[src/hw/rtl/egcd_pkg.sv]
package egcd_pkg;

  typedef enum logic [1:0] {
    ST_IDLE,
    ST_CHECK,
    ST_DIV,
    ST_FINISH
  } gcd_state_e;

  typedef struct packed {
    logic busy;
    logic done;
  } rem_status_t;

endpackage

[src/hw/rtl/egcd_rem.sv]
module egcd_rem
  import egcd_pkg::*;
#(
  parameter int unsigned WIDTH = 63
) (
  input  logic             clk_i,
  input  logic             rst_ni,
  input  logic             start_i,
  input  logic [WIDTH-1:0] dividend_i,
  input  logic [WIDTH-1:0] divisor_i,
  output logic [WIDTH-1:0] rem_o,
  output rem_status_t      status_o
);

  localparam int unsigned CntW = $clog2(WIDTH);
  localparam logic [CntW-1:0] LastStep = CntW'(WIDTH - 1);

  logic             busy_q, busy_d;
  logic             done_q, done_d;
  logic [CntW-1:0]  cnt_q, cnt_d;
  logic [WIDTH-1:0] rem_q, rem_d;
  logic [WIDTH-1:0] dvd_q, dvd_d;
  logic [WIDTH-1:0] dsr_q, dsr_d;

  logic [WIDTH:0]   trial;
  logic [WIDTH:0]   diff;

  // one restoring step a cycle, quotient bits discarded
  assign trial = {rem_q, dvd_q[WIDTH-1]};
  assign diff  = trial - {1'b0, dsr_q};

  always_comb begin
    busy_d = busy_q;
    done_d = 1'b0;
    cnt_d  = cnt_q;
    rem_d  = rem_q;
    dvd_d  = dvd_q;
    dsr_d  = dsr_q;
    if (start_i && !busy_q) begin
      busy_d = 1'b1;
      cnt_d  = '0;
      rem_d  = '0;
      dvd_d  = dividend_i;
      dsr_d  = divisor_i;
    end else if (busy_q) begin
      if (diff[WIDTH]) begin
        rem_d = trial[WIDTH-1:0];
      end else begin
        rem_d = diff[WIDTH-1:0];
      end
      dvd_d = {dvd_q[WIDTH-2:0], 1'b0};
      cnt_d = cnt_q + 1'b1;
      if (cnt_q == LastStep) begin
        busy_d = 1'b0;
        done_d = 1'b1;
      end
    end
  end

  always_ff @(posedge clk_i or negedge rst_ni) begin
    if (!rst_ni) begin
      busy_q <= 1'b0;
      done_q <= 1'b0;
      cnt_q  <= '0;
    end else begin
      busy_q <= busy_d;
      done_q <= done_d;
      cnt_q  <= cnt_d;
    end
  end

  always_ff @(posedge clk_i) begin
    rem_q <= rem_d;
    dvd_q <= dvd_d;
    dsr_q <= dsr_d;
  end

  assign rem_o           = rem_q;
  assign status_o.busy   = busy_q;
  assign status_o.done   = done_q;

endmodule

[src/hw/rtl/euclid_gcd_unit_core.sv]
// Channel | Signals                                      | Direction
// input   | in_valid_i, in_ready_o, first/second_value_i | into block
// output  | out_valid_o, out_ready_i, divisor_o          | out of block
//
// Each remainder round is a check in ST_CHECK, a run of the single bit-serial
// divider in ST_DIV and a handover back to ST_CHECK; a swap is done in
// ST_CHECK alone.
// in_ready_o is high only in the idle state. The result sits in an output
// register, so a new transaction may be taken while it waits.
// rst_ni clears the sequencer and output valid asynchronously.
module euclid_gcd_unit_core
  import egcd_pkg::*;
#(
  parameter int unsigned OPERAND_WIDTH = 63
) (
  input  logic                     clk_i,
  input  logic                     rst_ni,
  input  logic                     in_valid_i,
  output logic                     in_ready_o,
  input  logic [OPERAND_WIDTH-1:0] first_value_i,
  input  logic [OPERAND_WIDTH-1:0] second_value_i,
  output logic                     out_valid_o,
  input  logic                     out_ready_i,
  output logic [OPERAND_WIDTH-1:0] divisor_o
);

  gcd_state_e state_q, state_d;
  logic [OPERAND_WIDTH-1:0] x_q, x_d;
  logic [OPERAND_WIDTH-1:0] y_q, y_d;
  logic [OPERAND_WIDTH-1:0] res_q, res_d;
  logic                     out_valid_q, out_valid_d;

  logic                     rem_start;
  logic [OPERAND_WIDTH-1:0] rem_val;
  rem_status_t              rem_stat;

  egcd_rem #(
    .WIDTH(OPERAND_WIDTH)
  ) u_rem (
    .clk_i     (clk_i),
    .rst_ni    (rst_ni),
    .start_i   (rem_start),
    .dividend_i(x_q),
    .divisor_i (y_q),
    .rem_o     (rem_val),
    .status_o  (rem_stat)
  );

  always_comb begin
    state_d     = state_q;
    x_d         = x_q;
    y_d         = y_q;
    res_d       = res_q;
    out_valid_d = out_valid_q;
    rem_start   = 1'b0;
    in_ready_o  = 1'b0;
    if (out_valid_q && out_ready_i) begin
      out_valid_d = 1'b0;
    end
    case (state_q)
      ST_IDLE: begin
        in_ready_o = 1'b1;
        if (in_valid_i) begin
          x_d     = first_value_i;
          y_d     = second_value_i;
          state_d = ST_CHECK;
        end
      end
      ST_CHECK: begin
        if (y_q == '0) begin
          state_d = ST_FINISH;
        end else if (x_q < y_q) begin
          x_d = y_q;
          y_d = x_q;
        end else begin
          rem_start = 1'b1;
          state_d   = ST_DIV;
        end
      end
      ST_DIV: begin
        if (rem_stat.done && !rem_stat.busy) begin
          x_d     = y_q;
          y_d     = rem_val;
          state_d = ST_CHECK;
        end
      end
      ST_FINISH: begin
        // wait for the output register to free up
        if (!out_valid_q || out_ready_i) begin
          res_d       = x_q;
          out_valid_d = 1'b1;
          state_d     = ST_IDLE;
        end
      end
      default: begin
        state_d = ST_IDLE;
      end
    endcase
  end

  always_ff @(posedge clk_i or negedge rst_ni) begin
    if (!rst_ni) begin
      state_q     <= ST_IDLE;
      out_valid_q <= 1'b0;
    end else begin
      state_q     <= state_d;
      out_valid_q <= out_valid_d;
    end
  end

  always_ff @(posedge clk_i) begin
    x_q   <= x_d;
    y_q   <= y_d;
    res_q <= res_d;
  end

  assign out_valid_o = out_valid_q;
  assign divisor_o   = res_q;

endmodule

[config.mk]
export PLATFORM = sky130hd
export DESIGN_NAME = euclid_gcd_unit_core
export DESIGN_NICKNAME = d
export VERILOG_FILES = /design/src/hw/rtl/egcd_pkg.sv /design/src/hw/rtl/egcd_rem.sv /design/src/hw/rtl/euclid_gcd_unit_core.sv
export SDC_FILE = /design/constraint.sdc
export NUM_CORES = 1
export LEC_CHECK = 0
export BUFFER_PORTS_ARGS = -buffer_cell sky130_fd_sc_hd__buf_2
export CORE_ASPECT_RATIO = 0.8
export CORE_MARGIN = 4
export CORE_UTILIZATION = 35
export DETAILED_ROUTE_END_ITERATION = 8
export PLACE_DENSITY = 0.48
export RECOVER_POWER = 25
export SYNTH_ARGS = -nofsm -noshare
export SYNTH_HDL_FRONTEND = slang
export SYNTH_SLANG_ARGS = --single-unit
[constraint.sdc]
create_clock -name clk_i -period 15.55 [get_ports clk_i]
set_input_delay 0.7775 -clock clk_i [delete_from_list [all_inputs] [get_ports clk_i]]
set_output_delay 0.7775 -clock clk_i [all_outputs]
set_load 0.05 [all_outputs]
==> flow_metrics.py, run 1 <==
metrics = {
    "worst_hold_path": {
        "hold_class": "in -> async",
    },
    "timing": {
        "rsz0062_at_grt": "no",
        "finalSetupTns_ns": 0,
        "finalMaxSlewViolations": 60,
        "period_share_pct": 36.06,
        "worstMarginPinSlew_ns": 2.058,
        "relSlewSlack_pct": -37.21,
        "fin_crit_ns": 5.608,
        "worst_slack_ns": 9.942,
        "hold_viol_final": 0,
        "fin_skew_ns": 0.02477,
        "fmax_ghz": 0.1783,
        "finalSetupViolations": 0,
    },
    "run_status": {
        "status": "finished with violations",
        "violations": "capacitance limit, slew limit",
    },
    "setup_path": {
        "path_cells": "inv_1, ha_1, a21o_1, a21o_1, a21oi_1, o21a_1, nor2_1, a2111oi_2, o2111ai_1, and2_1, buf_4, nand2_2, clkinv_2, buf_4",
        "startpoint_type": "register",
        "reg2reg_from": "y_q[39]",
        "critPathTopFamily": "buffers and inverters",
        "endpoint_kind": "register",
        "worstSetupPathDepth": 14,
        "ff2ff_path_depth": 14,
        "max_stage_delay_ns": 0.82,
        "reg2reg_setup_slack_ns": 9.94,
        "r2r-end": "u_rem.dsr_q[49]",
        "crit_end": "u_rem.dsr_q[49]",
        "cp_max_fo": 33,
        "critPathSlowestCell": "clkinv_2",
        "critPathLaunch": "y_q[39]",
        "crit_arrival_ns": 5.87,
        "critical_path_class": "reg -> reg",
        "cp.required_ns": 15.81,
        "cp_num_buf_inv": 4,
    },
    "power_and_ir_drop": {
        "p_leak_nw": 9.556,
        "power_density_nw_per_um2": 273.4,
        "ir_worst_vdd_uv": 162.9,
    },
    "synth": {
        "netlist_area_sq_um": 20940,
        "synth_seq_area_share_pct": 52.52,
        "synthFlopType": "edfxtp_1",
        "synthSimpleGateAreaFrac_pct": 9.203,
        "syn_nets": 2167,
        "ys_seq_elements": 389,
        "async_reset_ff_share_pct": 2.828,
        "ys_types": 77,
        "synth_xor_area_share_pct": 2.385,
        "synth_top_family_by_area": "compound AO/OA/AOI/OAI gates",
        "ys_warn_count": 0,
        "synthMuxAreaShare_pct": 6.968,
        "synthAdderAreaFrac_pct": 7.984,
        "synth_compound_area_share_pct": 16.42,
        "synth_area_per_cell_sq_um": 11.00,
        "synth-edff-count": 315,
        "syn_inst": 1904,
    },
    "global_route": {
        "grt_max_degree": 73,
        "grt_usage_pct": 19.20,
        "grt_pass1_vias": 15160,
        "grt_pass1_wl_um": 94380,
        "antenna_found_initial": 0,
        "overflow": 0,
    },
    "cts": {
        "cts_max_path_buffers": 3,
        "worstSkewPairLatency_ns": 0.58,
        "cts-htree-levels": 2,
        "cts_root_buf": "clkbuf_16",
        "postCtsSetupBuffers": 0,
        "clk_pin_slew_worst_paths_ns": 0.06,
        "holdBufCountCts": 0,
        "cts_tree": "built",
        "numCtsBuffers": 44,
        "clock_sinks": 389,
        "cts_resized": 0,
    },
    "detailed_routing": {
        "post_drt_wl_per_cell_um": 21.78,
        "vias_per_cell": 5.394,
        "dr.pass1.iters": 6,
        "drc": 0,
        "drtIter0Drc": 1319,
        "ant_nets": 0,
        "dr_total_vias": 15490,
        "routed_wl_um": 62540,
    },
    "cells_and_area": {
        "n_antenna_cell": 0,
        "ff_latch_area_sq_um": 11000,
        "drive_above_1_share_pct": 19.08,
        "final_common_cell": "edfxtp_1",
        "nets": 2330,
        "area_growth_pct": 14.52,
        "multi_input_area_sq_um": 9054,
        "layout_common_cells": "edfxtp_1 (315), a21oi_1 (195), buf_2 (162)",
        "fill_cells": 5795,
    },
    "floorplanning": {
        "core_area_sq_um": 58710,
        "num_rows": 79,
        "fp.dieW_um": 281.4,
        "start_util_pct": 35.66,
        "die_y_um": 226.8,
        "pin_count": 195,
        "die-area_sq_um": 63820,
    },
    "placement": {
        "port_buffers": 194,
        "dp_hpwl_um": 44810,
        "dp_worst_setup_slack_ns": 9.901,
        "gp_congestion": 0.8765,
    },
    "run": {
        "maxCapViolCount": 2,
    },
}
[registers in the layout (all words and copies together) (netlist names)]
| signal | cells |
|---|---|
| u_rem.busy_q | 1 |
| state_q | 2 |
| y_q | 63 |
| out_valid_o | 1 |
| x_q | 63 |
| u_rem.cnt_q | 6 |
| u_rem.dvd_q | 63 |
| u_rem.dsr_q | 63 |
| u_rem.rem_o | 63 |
| divisor_o | 63 |
| u_rem.done_q | 1 |
[cell usage after synthesis, drive strengths merged (11+ instances only)]
| library cell | count | area share, % |
|---|---|---|
| o21ai | 85 | 2.0 |
| a22o | 13 | 0.54 |
| a21o | 46 | 1.6 |
| nand3 | 23 | 0.55 |
| nor3 | 17 | 0.41 |
| a21oi | 201 | 4.9 |
| o22ai | 21 | 0.66 |
| nand4 | 36 | 1.1 |
| xor2 | 28 | 1.2 |
| o21a | 16 | 0.57 |
| o21bai | 14 | 0.57 |
| clkbuf | 52 | 0.93 |
| buf | 40 | 0.99 |
| mux2 | 126 | 6.8 |
| xnor2 | 29 | 1.2 |
| ha | 132 | 7.9 |
| nand2 | 137 | 2.5 |
| inv | 145 | 2.6 |
| dfxtp | 63 | 6.0 |
| nor2 | 139 | 2.5 |
| edfxtp | 315 | 45 |
| dfrtp | 11 | 1.3 |
| a22oi | 74 | 2.7 |
| nor4 | 21 | 0.69 |
[worst min-delay path by stage]
stage / from / endpoint / slack [ns] / depth (start not counted)
final: rst_ni / u_rem.cnt_q[1] / 0.25 / 1
after global routing: rst_ni / u_rem.cnt_q[1] / 0.28 / 1
after CTS: rst_ni / u_rem.cnt_q[1] / 0.06 / 1
after detailed placement: u_rem.cnt_q[5] / u_rem.cnt_q[5] / 0.49 / 1
after global placement: u_rem.cnt_q[5] / u_rem.cnt_q[5] / 0.48 / 1
after floorplan: u_rem.cnt_q[5] / u_rem.cnt_q[5] / 0.45 / 1
[kinds of logic (layout without fill, tap and decap cells)]
family,Yosys count,after routing
flops,389,389
buf+inv,237,435
simple gates,420,420
xor+xnor,57,57
fa+ha+maj,133,133
mux,130,130
compound gates,538,538
[routing by layer]
layer  global-route usage, %  vias to the layer above  part of all wire (%)
li1                        -                     7403                     -
met1                   30.64                     7570                    52
met2                   25.76                      439                    39
met3                   4.066                       73                   6.9
met4                   5.267                        0                   2.4
met5                       0                        -                     0
[per-stage QoR]
step	hold WS (ns)	area, sq um	instances	utilization [%]	total power (W)
after global placement	0.4798	22640	2790	38.56	0.005521
after global routing	0.2783	23980	2871	40.83	0.007031
after CTS	0.05927	24020	2871	40.91	0.006599
after detailed placement	0.4894	22640	2790	38.57	0.005547
after floorplan	0.4544	20940	1904	-	0.004621
final	0.2521	23980	2871	40.83	0.006555
[report_power, final]
| group | switching (W) | internal [W] |
|---|---|---|
| registers | 0.000449 | 0.00189 |
| logic | 0.00202 | 0.00118 |
| clock network | 0.000435 | 0.000580 |
[final cells by class]
class                      instances  share of cell area, %
clock buffer                      58                  5.026
clock inverter                    23                 0.7254
inverter                         145                  2.275
multi-input combinational       1278                  37.76
sequential                       389                  45.86
tap                              769                  4.013
timing repair buffer             209                  4.337
Note: power is estimated with default switching activity, not from simulation.
==> run 2: changes to the inputs <==
--- a/config.mk
+++ b/config.mk
@@ -10,7 +10,7 @@
 export CORE_MARGIN = 4
 export CORE_UTILIZATION = 35
 export DETAILED_ROUTE_END_ITERATION = 8
-export PLACE_DENSITY = 0.48
+export PLACE_DENSITY = 0.5
 export RECOVER_POWER = 25
 export SYNTH_ARGS = -nofsm -noshare
 export SYNTH_HDL_FRONTEND = slang
==> constraint.sdc (replaced) <==
create_clock -name clk_i -period 4.6 [get_ports clk_i]
set_input_delay 0.23 -clock clk_i [delete_from_list [all_inputs] [get_ports clk_i]]
set_output_delay 0.23 -clock clk_i [all_outputs]
set_load 0.05 [all_outputs]
==> run 2 against run 1 <==
The run now ends clean. Non-clock buffer count rose by 146. Clock skew fell by 0.0099 ns. Maximum frequency rose by 42%. Die area did not move. Critical path type unchanged. Largest cell class unchanged. Largest power group unchanged.
==> flow_metrics.py, run 2 (synthesized netlist as in run 1, its figures left out) <==
metrics = {
    "worst_hold_path": {
        "hold_class": "in -> reg",
        "whs_path_depth": 3,
    },
    "detailed_routing": {
        "routed_wl_um": 63750,
        "vias_per_cell": 5.346,
        "drtIter0Drc": 1255,
        "dr_total_vias": 16140,
        "drc": 0,
        "post_drt_wl_per_cell_um": 21.12,
        "ant_nets": 0,
        "dr.pass1.iters": 5,
    },
    "cells_and_area": {
        "final_common_cell": "edfxtp_1",
        "multi_input_area_sq_um": 9041,
        "area_growth_pct": 22.24,
        "n_antenna_cell": 0,
        "fin_area_sq_um": 25590,
        "ff_latch_area_sq_um": 11000,
        "drive_above_1_share_pct": 18.27,
        "layout_common_cells": "edfxtp_1 (315), a21oi_1 (194), inv_1 (141)",
        "final_util_pct": 43.59,
        "nets": 2477,
        "fill_cells": 5666,
    },
    "cts": {
        "cts_resized": 0,
        "cts_root_buf": "clkbuf_16",
        "clock_sinks": 389,
        "cts-htree-levels": 2,
        "cts_tree": "built",
        "clk_pin_slew_worst_paths_ns": 0.06,
        "worstSkewPairLatency_ns": 0.58,
        "cts_max_path_buffers": 3,
        "holdBufCountCts": 123,
        "numCtsBuffers": 45,
        "postCtsSetupBuffers": 0,
    },
    "floorplanning": {
        "start_util_pct": 35.66,
        "pin_count": 195,
        "die-area_sq_um": 63820,
        "num_rows": 79,
        "fp.dieW_um": 281.4,
        "die_y_um": 226.8,
        "core_area_sq_um": 58710,
    },
    "global_route": {
        "grt_pass1_vias": 16150,
        "antenna_found_initial": 3,
        "overflow": 0,
        "top_usage_layer": "met1",
        "grt_usage_pct": 19.67,
        "grt_max_degree": 82,
        "grt_util_met3_pct": 3.150,
        "met1_usage_pct": 30.92,
        "grt_pass1_wl_um": 97660,
        "met2_usage_pct": 28.36,
    },
    "placement": {
        "gp_congestion": 0.9153,
        "dp_hpwl_um": 44920,
        "port_buffers": 194,
        "dp_worst_setup_slack_ns": 0.7663,
        "placed_area_sq_um": 22900,
    },
    "timing": {
        "worst_slack_ns": 0.6635,
        "finalMaxSlewViolations": 0,
        "worstMarginPinSlew_ns": 1.230,
        "fmax_ghz": 0.2540,
        "relSlewSlack_pct": 18.00,
        "rsz0062_at_grt": "no",
        "finalSetupViolations": 0,
        "period_share_pct": 85.58,
        "hold_viol_final": 0,
        "fin_skew_ns": 0.01486,
        "fin_crit_ns": 3.937,
    },
    "setup_path": {
        "crit_arrival_ns": 4.15,
        "startpoint_type": "register",
        "cp_max_fo": 69,
        "ff2ff_path_depth": 14,
        "cp.required_ns": 4.82,
        "max_stage_delay_ns": 0.45,
        "critPathTopFamily": "compound AO/OA/AOI/OAI gates",
        "cp_num_buf_inv": 3,
        "critPathSlowestCell": "clkbuf_1",
        "critical_path_class": "reg -> reg",
        "path_cells": "clkbuf_1, inv_1, ha_1, a21o_1, a21o_1, a21oi_1, o21ai_0, a21oi_1, o21a_1, a21oi_1, nand2b_1, o21a_1, nor3_4, buf_12",
        "endpoint_kind": "register",
        "worstSetupPathDepth": 14,
        "cp_common_cell": "a21oi_1",
    },
    "run_status": {
        "status": "finished clean",
    },
    "power_and_ir_drop": {
        "finalPower_w": 0.02283,
        "p_leak_nw": 10.24,
        "ir_worst_vdd_uv": 490.0,
        "power_density_nw_per_um2": 892.1,
    },
    "run": {
        "maxCapViolCount": 0,
    },
}
[run 2: cell count changes in the layout (fill, tap and decap cells not counted), sizes merged]
cell	previous run	this run
buf	176	173
dlygate4sd3	0	123
inv	147	146
clkinv	17	16
clkinvlp	2	1
bufinv	2	4
clkbuf	91	120
[run 2: final cells by class]
cell class                      count  share of cell area [%]
Clock inverter                     22                  0.8555
Sequential cell                   389                   42.96
Multi-Input combinational cell   1278                   35.33
Tap cell                          769                   3.759
Inverter                          145                   2.127
Clock buffer                       61                   5.158
Timing Repair Buffer              355                   9.812
[run 2: layer usage]
layer	up-vias	part of all wire, %	wire, um
met5	-	0.022	14
met4	4	1.6	1008
met1	7929	53	33500
met3	78	5.1	3272
li1	7711	-	-
met2	419	41	25950
[run 2: worst register-to-register path: stages, from the launching register on]
cell and delay, ns:
edfxtp_1 0.32, clkbuf_1 0.45, inv_1 0.11, ha_1 0.34, a21o_1 0.16, a21o_1 0.17, a21oi_1 0.13, o21ai_0 0.24
a21oi_1 0.28, o21a_1 0.16, a21oi_1 0.06, nand2b_1 0.25, o21a_1 0.23, nor3_4 0.22, buf_12 0.34
[run 2: worst paths after layout]
kind,slack [ns],end,start
setup / recovery,0.66,y_q[10],y_q[28]
hold / removal,0.03,y_q[41],second_value_i[41]
setup reg to reg,0.66,y_q[10],y_q[28]
hold reg to reg,0.49,u_rem.cnt_q[5],u_rem.cnt_q[5]
max in group asynchronous,3.65,u_rem.busy_q,rst_ni
min in group asynchronous,0.37,u_rem.cnt_q[1],rst_ni
[run 2: metrics by stage]
step,hold WS (ns),cells,TNS [ns]
2_1_floorplan,-0.06559,1904,-114.74
3_3_place_gp,0.1675,2813,0
3_5_place_dp,0.1688,2813,0
4_1_cts,0.004165,3019,0
5_1_grt,0.02557,3019,0
6_report,0.03113,3019,0
[run 2: power by group]
| part | internal [W] | switching, W | total [W] |
|---|---|---|---|
| sequential | 0.00637 | 0.00156 | 0.00793 |
| combinational | 0.00427 | 0.00689 | 0.0112 |
| clock | 0.00224 | 0.00150 | 0.00374 |
| total | 0.0129 | 0.00996 | 0.0228 |
==> run 3: changes to the inputs <==
--- a/config.mk
+++ b/config.mk
@@ -10,7 +10,7 @@
 export CORE_MARGIN = 4
 export CORE_UTILIZATION = 35
 export DETAILED_ROUTE_END_ITERATION = 8
-export PLACE_DENSITY = 0.5
+export PLACE_DENSITY = 0.48
 export RECOVER_POWER = 25
 export SYNTH_ARGS = -nofsm -noshare
 export SYNTH_HDL_FRONTEND = slang
==> constraint.sdc (replaced) <==
create_clock -name clk_i -period 4.8 [get_ports clk_i]
set_input_delay 0.24 -clock clk_i [delete_from_list [all_inputs] [get_ports clk_i]]
set_output_delay 0.24 -clock clk_i [all_outputs]
set_load 0.05 [all_outputs]
==> run 3 against run 2 <==
Sequential power decreased by 4.8%. Global-route usage increased by 0.34 points. Flip-flop and latch count unchanged. First-iteration DRC count decreased by 6.5%. Utilization decreased by 0.75 points. Count of clock-buffer cells in the layout decreased by 1. Non-clock buffer count decreased by 29. Clock skew increased by 0.013 ns. Largest cell class unchanged. Final area decreased by 1.7%. Maximum frequency decreased by 4.5%. Register-to-register slack improved by 0.02 ns.
==> flow_metrics.py, run 3 (synthesized netlist as in run 1, its figures left out) <==
metrics = {
    "cells_and_area": {
        "layoutNonFillerInstCount": 2986,
        "layout_common_cells": "edfxtp_1 (315), a21oi_1 (194), inv_1 (141)",
        "final_common_cell": "edfxtp_1",
        "final_util_pct": 42.84,
        "n_antenna_cell": 0,
        "area_growth_pct": 20.15,
        "drive_above_1_share_pct": 18.00,
        "nets": 2447,
    },
    "cts": {
        "clk_pin_slew_worst_paths_ns": 0.07,
        "cts_resized": 0,
        "cts_root_buf": "clkbuf_16",
        "cts_max_path_buffers": 3,
        "clock_sinks": 389,
        "cts-htree-levels": 2,
        "numCtsBuffers": 44,
        "worstSkewPairLatency_ns": 0.57,
        "cts_tree": "built",
    },
    "timing": {
        "fmax_ghz": 0.2427,
        "rsz0062_at_grt": "no",
        "worst_slack_ns": 0.6788,
        "period_share_pct": 85.86,
        "fin_skew_ns": 0.02736,
        "finalMaxSlewViolations": 0,
        "timing.hold.ws_ns": 0.02717,
        "fin_crit_ns": 4.121,
        "finalSetupViolations": 0,
        "relSlewSlack_pct": 26.78,
        "hold_viol_final": 0,
        "worstMarginPinSlew_ns": 1.098,
    },
    "power_and_ir_drop": {
        "switchingPower_w": 0.009557,
        "p_leak_nw": 10.03,
        "p_sw_share_pct": 44.16,
        "pwr-share-seq_pct": 34.9,
        "clkPwrFrac_pct": 15.2,
        "ir_worst_vdd_uv": 524.6,
        "p_comb_share_pct": 49.9,
        "power_density_nw_per_um2": 860.4,
        "power.internal_w": 0.01209,
    },
    "detailed_routing": {
        "dr.pass1.iters": 5,
        "vias_per_cell": 5.294,
        "post_drt_wl_per_cell_um": 21.59,
        "drc": 0,
        "dr_total_vias": 15810,
        "drtIter0Drc": 1173,
        "routed_wl_um": 64470,
        "ant_nets": 0,
    },
    "setup_path": {
        "reg2reg_setup_slack_ns": 0.68,
        "critical_path_class": "reg -> reg",
        "endpoint_kind": "register",
        "crit_arrival_ns": 4.35,
        "cp.required_ns": 5.03,
        "cp_max_fo": 41,
        "startpoint_type": "register",
    },
    "floorplanning": {
        "die_y_um": 226.8,
        "die-area_sq_um": 63820,
        "num_rows": 79,
        "pin_count": 195,
        "core_area_sq_um": 58710,
        "start_util_pct": 35.66,
        "fp.dieW_um": 281.4,
    },
    "global_route": {
        "grt_usage_pct": 20.02,
        "grt_max_degree": 190,
        "grt_pass1_vias": 15890,
        "overflow": 0,
        "antenna_found_initial": 1,
        "grt_pass1_wl_um": 98230,
    },
    "placement": {
        "dp.cells": 2809,
        "dp_hpwl_um": 45490,
        "port_buffers": 194,
        "gp_congestion": 0.9010,
        "dp_worst_setup_slack_ns": 0.6925,
    },
    "run_status": {
        "status": "finished clean",
    },
    "run": {
        "maxCapViolCount": 0,
    },
    "worst_hold_path": {
        "hold_class": "in -> reg",
    },
}
[run 3: through the flow]
step | instance area, sq um | setup TNS (ns) | power [W]
2_1_floorplan | 20960 | -89.54 | 0.01480
3_3_place_gp | 22870 | 0 | 0.01831
3_5_place_dp | 22870 | 0 | 0.01838
4_1_cts | 25230 | 0 | 0.02185
5_1_grt | 25150 | 0 | 0.02326
6_report | 25150 | 0 | 0.02164
[run 3: what timing repair did]
| item | in CTS | in global routing |
|---|---|---|
| endpoints found under the hold margin | 108 | 0 |
| hold buffers | 98 | 0 |
| setup buffers | 0 | 0 |
[run 3: worst paths after layout]
kind	start	endpoint	depth (start not counted)
worst max-delay path	x_q[1]	x_q[11]	12
worst min-delay path	second_value_i[57]	y_q[57]	3
worst max register to register	x_q[1]	x_q[11]	12
worst min register to register	u_rem.cnt_q[5]	u_rem.cnt_q[5]	1
max in group asynchronous	rst_ni	u_rem.cnt_q[0]	2
min in group asynchronous	rst_ni	state_q[1]	2
[run 3: layout make-up]
cell class              count  area (sq um)
repair buffers            326          2232
flip-flops and latches    389         11000
clock inverters            19         156.4
inverters                 145         544.3
clock buffers              60          1222
fillers                  5733         33560
well taps                 769         962.2
multi-input cells        1278          9041
[run 3: critical path: stages (launching register included)]
cell      delay, ns
edfxtp_1       0.48
ha_1           0.32
a21o_1         0.17
a21oi_1        0.21
o21ai_1        0.18
a221o_1        0.39
a21oi_2        0.46
o21a_1         0.21
a21oi_1        0.05
nand2b_1       0.19
o21a_1         0.22
nor3_4         0.55
buf_12         0.32
[run 3: layer usage]
layer  up-vias  part of all wire (%)  global-route usage [%]
met2       398                    40                   28.18
met3        59                   5.9                   3.891
met5         -                     0                       0
li1       7647                     -                       -
met4         0                   1.5                   4.081
met1      7705                    53                   31.65
[run 3: power by group through the flow]
stage,clock (W),sequential (W),combinational [W]
4_1_cts,0.00339,0.00754,0.0109
5_1_grt,0.00352,0.00775,0.0120
2_1_floorplan,0,0.00755,0.00725
6_report,0.00330,0.00755,0.0108
3_5_place_dp,0,0.00758,0.0108
3_3_place_gp,0,0.00758,0.0107
